[config.mk]
export PLATFORM = sky130hd
export DESIGN_NAME = single_wire_sensor_reader_unit
export DESIGN_NICKNAME = d
export VERILOG_FILES = /design/src/design/swsr_pkg.sv /design/src/design/swsr_core.sv /design/src/design/swsr_out.sv /design/src/design/single_wire_sensor_reader_unit.sv
export SDC_FILE = /design/constraint.sdc
export NUM_CORES = 1
export LEC_CHECK = 0
export ABC_AREA = 1
export BUFFER_PORTS_ARGS = -buffer_cell sky130_fd_sc_hd__buf_4
export CORE_ASPECT_RATIO = 1.1
export CORE_MARGIN = 1.5
export CORE_UTILIZATION = 61
export CTS_BUF_LIST = sky130_fd_sc_hd__clkbuf_16
export CTS_CLUSTER_SIZE = 24
export DETAILED_ROUTE_END_ITERATION = 7
export PLACE_DENSITY = 0.8
export RECOVER_POWER = 100
export REMOVE_ABC_BUFFERS = 1
export SYNTH_ARGS = -nofsm -noshare
export SYNTH_HDL_FRONTEND = slang
export SYNTH_SLANG_ARGS = --single-unit
export TNS_END_PERCENT = 20
[constraint.sdc]
create_clock -name clk -period 5.59 [get_ports clk]
set_input_delay 0.559 -clock clk [delete_from_list [all_inputs] [get_ports clk]]
set_output_delay 0.559 -clock clk [all_outputs]
set_load 0.03 [all_outputs]
[src/design/swsr_pkg.sv]
`timescale 1ns / 1ps

package swsr_pkg;

  localparam int unsigned FRAME_BITS  = 40;
  localparam int unsigned FRAME_BYTES = FRAME_BITS / 8;
  localparam int unsigned BIT_IDX_W   = 6;
  localparam int unsigned START_W     = 20;
  localparam int unsigned PULSE_W     = 16;
  localparam int unsigned CFG_DATA_W  = 20;
  localparam int unsigned CFG_IDX_W   = 1;

  localparam logic [START_W-1:0] START_LOW_RESET     = START_W'(18000);
  localparam logic [PULSE_W-1:0] PULSE_TIMEOUT_RESET = PULSE_W'(1000);

  localparam logic [CFG_IDX_W-1:0] REG_START_LOW     = 1'b0;
  localparam logic [CFG_IDX_W-1:0] REG_PULSE_TIMEOUT = 1'b1;

  localparam logic [BIT_IDX_W-1:0] LAST_BIT_COUNT = BIT_IDX_W'(FRAME_BITS);

  typedef enum logic [6:0] {
    PH_IDLE      = 7'b0000001,
    PH_START     = 7'b0000010,
    PH_WAIT_H1   = 7'b0000100,
    PH_WAIT_L    = 7'b0001000,
    PH_WAIT_H2   = 7'b0010000,
    PH_MEAS_LOW  = 7'b0100000,
    PH_MEAS_HIGH = 7'b1000000
  } phase_t;

  typedef struct packed {
    logic                  drive_low;
    logic                  busy_res;
    logic                  done_res;
    logic                  timed_out;
    logic [FRAME_BITS-1:0] frame_bits;
    logic                  checksum_ok;
  } result_t;

  function automatic logic checksum_match(input logic [FRAME_BITS-1:0] bits);
    logic [7:0] sum;
    sum = 8'd0;
    for (int k = 1; k < FRAME_BYTES; k++) begin
      sum = sum + bits[8*k +: 8];
    end
    return sum == bits[7:0];
  endfunction

endpackage

[src/design/swsr_core.sv]
`timescale 1ns / 1ps

module swsr_core (
  input  logic                             clk,
  input  logic                             rst,
  input  logic                             step,
  input  logic                             start_req,
  input  logic                             line_level,
  input  logic [swsr_pkg::START_W-1:0]     start_low_ticks,
  input  logic [swsr_pkg::PULSE_W-1:0]     pulse_timeout_ticks,
  output swsr_pkg::result_t                res
);

  localparam logic [swsr_pkg::PULSE_W-1:0] PULSE_ONE = swsr_pkg::PULSE_W'(1);

  swsr_pkg::phase_t                     phase, phase_next, cur;
  logic [swsr_pkg::START_W-1:0]         start_counter, start_counter_next;
  logic [swsr_pkg::PULSE_W-1:0]         low_count, low_count_next;
  logic [swsr_pkg::PULSE_W-1:0]         high_count, high_count_next;
  logic [swsr_pkg::BIT_IDX_W-1:0]       bit_index, bit_index_next;
  logic [swsr_pkg::FRAME_BITS-1:0]      shift_bits, shift_bits_next;
  logic                                 drive, done, tout;
  logic                                 zero_timeout;

  assign zero_timeout = (pulse_timeout_ticks == '0);

  always_comb begin
    phase_next         = phase;
    start_counter_next = start_counter;
    low_count_next     = low_count;
    high_count_next    = high_count;
    bit_index_next     = bit_index;
    shift_bits_next    = shift_bits;
    drive              = 1'b0;
    done               = 1'b0;
    tout               = 1'b0;
    cur                = phase;

    if (phase == swsr_pkg::PH_IDLE && start_req) begin
      cur                = swsr_pkg::PH_START;
      start_counter_next = '0;
      low_count_next     = '0;
      high_count_next    = '0;
      bit_index_next     = '0;
      shift_bits_next    = '0;
    end

    case (cur)
      swsr_pkg::PH_IDLE: begin
        phase_next = swsr_pkg::PH_IDLE;
      end
      swsr_pkg::PH_START: begin
        drive              = 1'b1;
        start_counter_next = start_counter_next + 1'b1;
        if (start_counter_next >= start_low_ticks) begin
          phase_next = swsr_pkg::PH_WAIT_H1;
        end else begin
          phase_next = swsr_pkg::PH_START;
        end
      end
      swsr_pkg::PH_WAIT_H1: begin
        if (!line_level) phase_next = swsr_pkg::PH_WAIT_L;
      end
      swsr_pkg::PH_WAIT_L: begin
        if (line_level) phase_next = swsr_pkg::PH_WAIT_H2;
      end
      swsr_pkg::PH_WAIT_H2: begin
        if (!line_level) begin
          phase_next     = swsr_pkg::PH_MEAS_LOW;
          low_count_next = '0;
          if (zero_timeout) begin
            done = 1'b1;
            tout = 1'b1;
          end else begin
            low_count_next = PULSE_ONE;
          end
        end
      end
      swsr_pkg::PH_MEAS_LOW: begin
        if (!line_level) begin
          if (low_count >= pulse_timeout_ticks) begin
            done = 1'b1;
            tout = 1'b1;
          end else begin
            low_count_next = low_count + 1'b1;
          end
        end else begin
          phase_next      = swsr_pkg::PH_MEAS_HIGH;
          high_count_next = '0;
          if (zero_timeout) begin
            done = 1'b1;
            tout = 1'b1;
          end else begin
            high_count_next = PULSE_ONE;
          end
        end
      end
      swsr_pkg::PH_MEAS_HIGH: begin
        if (line_level) begin
          if (high_count >= pulse_timeout_ticks) begin
            done = 1'b1;
            tout = 1'b1;
          end else begin
            high_count_next = high_count + 1'b1;
          end
        end else begin
          shift_bits_next = {shift_bits[swsr_pkg::FRAME_BITS-2:0], (high_count > low_count)};
          bit_index_next  = bit_index + 1'b1;
          if (bit_index_next >= swsr_pkg::LAST_BIT_COUNT) begin
            done = 1'b1;
          end else begin
            phase_next     = swsr_pkg::PH_MEAS_LOW;
            low_count_next = '0;
            if (zero_timeout) begin
              done = 1'b1;
              tout = 1'b1;
            end else begin
              low_count_next = PULSE_ONE;
            end
          end
        end
      end
      default: begin
        phase_next = swsr_pkg::PH_IDLE;
      end
    endcase

    if (done) phase_next = swsr_pkg::PH_IDLE;
  end

  always_comb begin
    res.drive_low   = drive;
    res.busy_res    = (phase_next != swsr_pkg::PH_IDLE);
    res.done_res    = done;
    res.timed_out   = tout;
    res.frame_bits  = done ? shift_bits_next : '0;
    res.checksum_ok = done && !tout && swsr_pkg::checksum_match(shift_bits_next);
  end

  always_ff @(posedge clk) begin
    if (rst) begin
      phase         <= swsr_pkg::PH_IDLE;
      start_counter <= '0;
      low_count     <= '0;
      high_count    <= '0;
      bit_index     <= '0;
      shift_bits    <= '0;
    end else if (step) begin
      phase         <= phase_next;
      start_counter <= start_counter_next;
      low_count     <= low_count_next;
      high_count    <= high_count_next;
      bit_index     <= bit_index_next;
      shift_bits    <= shift_bits_next;
    end
  end

endmodule

[src/design/swsr_out.sv]
`timescale 1ns / 1ps

module swsr_out (
  input  logic              clk,
  input  logic              rst,
  input  logic              load,
  input  swsr_pkg::result_t res_in,
  output logic              slot_free,
  output logic              out_valid,
  input  logic              out_ready,
  output swsr_pkg::result_t res_out
);

  logic full;

  assign slot_free = !full || out_ready;
  assign out_valid = full;

  always_ff @(posedge clk) begin
    if (rst) begin
      full <= 1'b0;
    end else if (load) begin
      full <= 1'b1;
    end else if (out_ready) begin
      full <= 1'b0;
    end
  end

  always_ff @(posedge clk) begin
    if (load) begin
      res_out <= res_in;
    end
  end

endmodule

[src/design/single_wire_sensor_reader_unit.sv]
`timescale 1ns / 1ps
// A result is registered and appears in the cycle after its item is accepted.
// Throughput: one item per cycle while results are taken; the single output
// register accepts a new item in the same cycle its held result is taken.
// Reset: synchronous, active high; the reader returns to idle, counters and the
// received frame clear, and the registers return to 18000 and 1000 ticks.
module single_wire_sensor_reader_unit (
  input  logic                                clk,
  input  logic                                rst,
  input  logic                                in_valid,
  output logic                                in_ready,
  input  logic                                start_req,
  input  logic                                line_level,
  output logic                                out_valid,
  input  logic                                out_ready,
  output logic                                drive_low,
  output logic                                busy_res,
  output logic                                done_res,
  output logic                                timed_out,
  output logic [swsr_pkg::FRAME_BITS-1:0]     frame_bits,
  output logic                                checksum_ok,
  input  logic                                cfg_we,
  input  logic [swsr_pkg::CFG_IDX_W-1:0]      cfg_index,
  input  logic [swsr_pkg::CFG_DATA_W-1:0]     cfg_wdata
);

  logic [swsr_pkg::START_W-1:0] start_low_ticks;
  logic [swsr_pkg::PULSE_W-1:0] pulse_timeout_ticks;
  logic                         step;
  swsr_pkg::result_t            res_core, res_held;

  always_ff @(posedge clk) begin
    if (rst) begin
      start_low_ticks     <= swsr_pkg::START_LOW_RESET;
      pulse_timeout_ticks <= swsr_pkg::PULSE_TIMEOUT_RESET;
    end else if (cfg_we) begin
      case (cfg_index)
        swsr_pkg::REG_START_LOW:     start_low_ticks     <= cfg_wdata[swsr_pkg::START_W-1:0];
        swsr_pkg::REG_PULSE_TIMEOUT: pulse_timeout_ticks <= cfg_wdata[swsr_pkg::PULSE_W-1:0];
        default: begin
        end
      endcase
    end
  end

  assign step = in_valid && in_ready;

  swsr_core u_core (
    .clk                 (clk),
    .rst                 (rst),
    .step                (step),
    .start_req           (start_req),
    .line_level          (line_level),
    .start_low_ticks     (start_low_ticks),
    .pulse_timeout_ticks (pulse_timeout_ticks),
    .res                 (res_core)
  );

  swsr_out u_out (
    .clk       (clk),
    .rst       (rst),
    .load      (step),
    .res_in    (res_core),
    .slot_free (in_ready),
    .out_valid (out_valid),
    .out_ready (out_ready),
    .res_out   (res_held)
  );

  assign drive_low   = res_held.drive_low;
  assign busy_res    = res_held.busy_res;
  assign done_res    = res_held.done_res;
  assign timed_out   = res_held.timed_out;
  assign frame_bits  = res_held.frame_bits;
  assign checksum_ok = res_held.checksum_ok;

endmodule

==> out/metrics.yaml <==
global_route:
  track_usage: 0.306
  grt-busiest-layer: "met2"
  grt_max_degree: 79
  grt_first_pass_wirelength_um: 50800
  use_met1: 0.395
  grt_pass1_vias: 10600
  grt_antenna_before_repair: 0
  overflow: 0
  grt.met3_usage: 0.0462
  use_met2: 0.511
final_layout:
  nFillCells: 1677
  drive_gt1_frac: 0.0598
  n_antenna_cell: 0
  areaGrowthSynthToFinish_pct: 8.47
  final_common_cell: "inv_1"
  nets: 1848
  final_util: 0.684
  most-common-layout-cells: "inv_1, nand2_1, a21oi_1, o21ai_0, dfxtp_1"
pwr:
  power_density_nw_per_um2: 267
  p_total_uw: 3530
  leakagePower_uw: 0.00618
  swShare: 0.332
  comb_power_share: 0.211
  power_frac_seq: 0.427
  intPower_uw: 2360
  ir_worst_vdd_uv: 229
  power_frac_clock: 0.362
  net-switching-power_uw: 1170
floorplanning:
  rows: 53
  initial_core_util: 0.630
  fp.dieH_um: 151
  core_um2: 19300
  die_area_um2: 20800
  dieWidth_um: 138
  design.portCount: 75
yosys:
  ys.flop_type: "dfxtp_1"
  synth_compound_area_frac: 0.202
  ys_warn_count: 0
  synth-xor-area-share: 0.0281
  synthAdderAreaFrac: 0.105
  synth_edf_count: 45
  synth_seq_cells: 187
  synth.area.mux_share: 0
  synth_area_um2: 12200
  synth_top_family_by_area: "compound AO/OA/AOI/OAI gates"
  synthDistinctLibCells: 52
  ys_async_sr_fraction: 0
  syn_inst: 1694
  yosys.area_share.simple: 0.195
  synth.yosys.seq_area_share: 0.345
  synth.avg_cell_area_um2: 7.18
drt:
  via_count: 11300
  wl_per_cell_um: 15.3
  drcViolationCount: 0
  postRouteAntennaNets: 0
  drt_wl_total_um: 30500
  drtIter0Drc: 1023
  dr.pass1.iters: 6
  vias_per_cell: 5.70
place:
  gp_congestion: 0.895
  hpwl_um: 21300
  io_buffers: 74
sta:
  hold_viol: 0
  final.setup_skew_ns: 0.0148
  finalCritPeriodShare: 0.889
  setup_tns_ns: 0
  finalSetupViolations: 0
  rsz0062_at_grt: "no"
  final_max_slew_viol_count: 225
  slew_headroom: -0.964
  fin_crit_ns: 4.97
  worstMarginPinSlew_ns: 2.95
  timing.fmax_mhz: 201
clock_tree:
  ctsHoldBuffers: 0
  clk_path_buf_depth: 2
  cts_tree: "yes"
  cts.reportedPaths.clkPinSlew_ns: 0.08
  cts_made_buffers: 17
  cts_sinks: 187
  h-tree-depth: 4
  clockRootBuffer: "clkbuf_16"
  cts-resized-gates: 0
  worstSkewPairLatency_ns: 0.45
  postCtsSetupBuffers: 0
run_status:
  status: "finished, violations left"
  violations: "max-capacitance violations, max-slew violations"
setup_path:
  crit_type: "reg -> reg"
  crit_arrival_ns: 5.35
  path_max_fanout: 38
  cp-end-kind: "register"
  cp-start-kind: "register"
  critPathRequiredTime_ns: 5.97
run:
  cap_viol_max_count: 4
hold_path:
  hold_path_class: "in -> reg"
worst paths after layout:
check        cells past startpoint                  end  slack [ns]           startpoint
min                              3  start_low_ticks[14]        0.36        cfg_wdata[14]
max reg2reg                     25      u_core.phase[1]        0.62      u_core.phase[2]
min reg2reg                      2  start_low_ticks[17]        0.47  start_low_ticks[17]
max                             25      u_core.phase[1]        0.62      u_core.phase[2]
power by group through the flow:
stage	combinational, uW	clock (uW)	sequential [uW]
2_1_floorplan	505	0	1560
3_3_place_gp	722	0	1530
3_5_place_dp	743	0	1540
4_1_cts	751	1290	1510
5_1_grt	838	1340	1520
6_report	743	1280	1510
sequential cells by signal, indices dropped and copies added (netlist names):
signal                cells
pulse_timeout_ticks      16
u_core.phase              7
start_low_ticks          20
u_out.out_valid           1
u_core.start_counter     20
u_core.shift_bits        40
u_core.high_count        16
u_out.res_out            45
u_core.bit_index          6
u_core.low_count         16
cell families (layout without fill, tap and decap cells):
group | Yosys count | in the layout
buf+inv | 387 | 432
xor+xnor | 39 | 39
fa+ha+maj | 94 | 94
simple gates | 529 | 529
compound gates | 458 | 458
flops | 187 | 187
final cells by class:
class	instances	area, um^2	share of cell area
multi-input cells	1120	6430	0.487
clock buffers	17	425	0.0323
inverters	314	1180	0.0894
repair buffers	86	452	0.0342
clock inverters	15	205	0.0156
flip-flops and latches	187	4190	0.318
well taps	247	309	0.0234
metal layers:
layer | part of all wire | vias up
met5 | 0 | -
met4 | 0.037 | 0
met3 | 0.058 | 76
met2 | 0.47 | 398
met1 | 0.43 | 5177
li1 | - | 5669
per-stage QoR:
stage                     hold WS (ns)  setup WS, ns  instance area (um^2)  cells
after global routing             0.367         0.153                 13200   1986
after floorplan                  0.435         0.354                 11800   1621
after CTS                        0.356         0.846                 13400   1986
final                            0.357         0.618                 13200   1986
after detailed placement         0.460         0.788                 12800   1954
after global placement           0.451         0.812                 12800   1954
synthesized netlist by cell type (5+ instances only):
cell,n,share of area
a21oi_1,212,0.087
buf_1,6,0.0019
buf_2,7,0.0029
buf_6,5,0.0046
clkbuf_1,52,0.016
dfxtp_1,142,0.23
edfxtp_1,45,0.11
fa_1,14,0.023
ha_1,80,0.082
inv_1,304,0.094
inv_2,6,0.0019
nand2_1,271,0.084
nand3_1,67,0.028
nand3_2,5,0.0041
nand4_1,23,0.012
nor2_1,102,0.031
nor2_2,9,0.0046
nor3_1,16,0.0066
nor4_1,16,0.0082
o211ai_1,19,0.012
o21ai_0,167,0.069
o22ai_1,39,0.020
xnor2_1,9,0.0065
xor2_1,30,0.022
worst max-delay path: stages (launching register included):
cell     delay, ns
dfxtp_1       0.36
inv_1         0.09
nand2_1       0.11
nor2_1        0.07
nand2_4       0.07
buf_4         0.41
inv_1         0.24
nor2_1        0.42
ha_1          0.29
inv_1         0.11
nor2_1        0.17
inv_1         0.09
nor2_1        0.17
nand2_1       0.14
nor2_2        0.15
nand4_1       0.12
xor2_1        0.25
inv_1         0.08
ha_1          0.27
nand3_1       0.13
inv_1         0.07
a21oi_1       0.15
nand4_1       0.35
nor3_1        0.32
a21oi_1       0.07
nor2_1        0.14
Power figures use the tool's default switching activity.
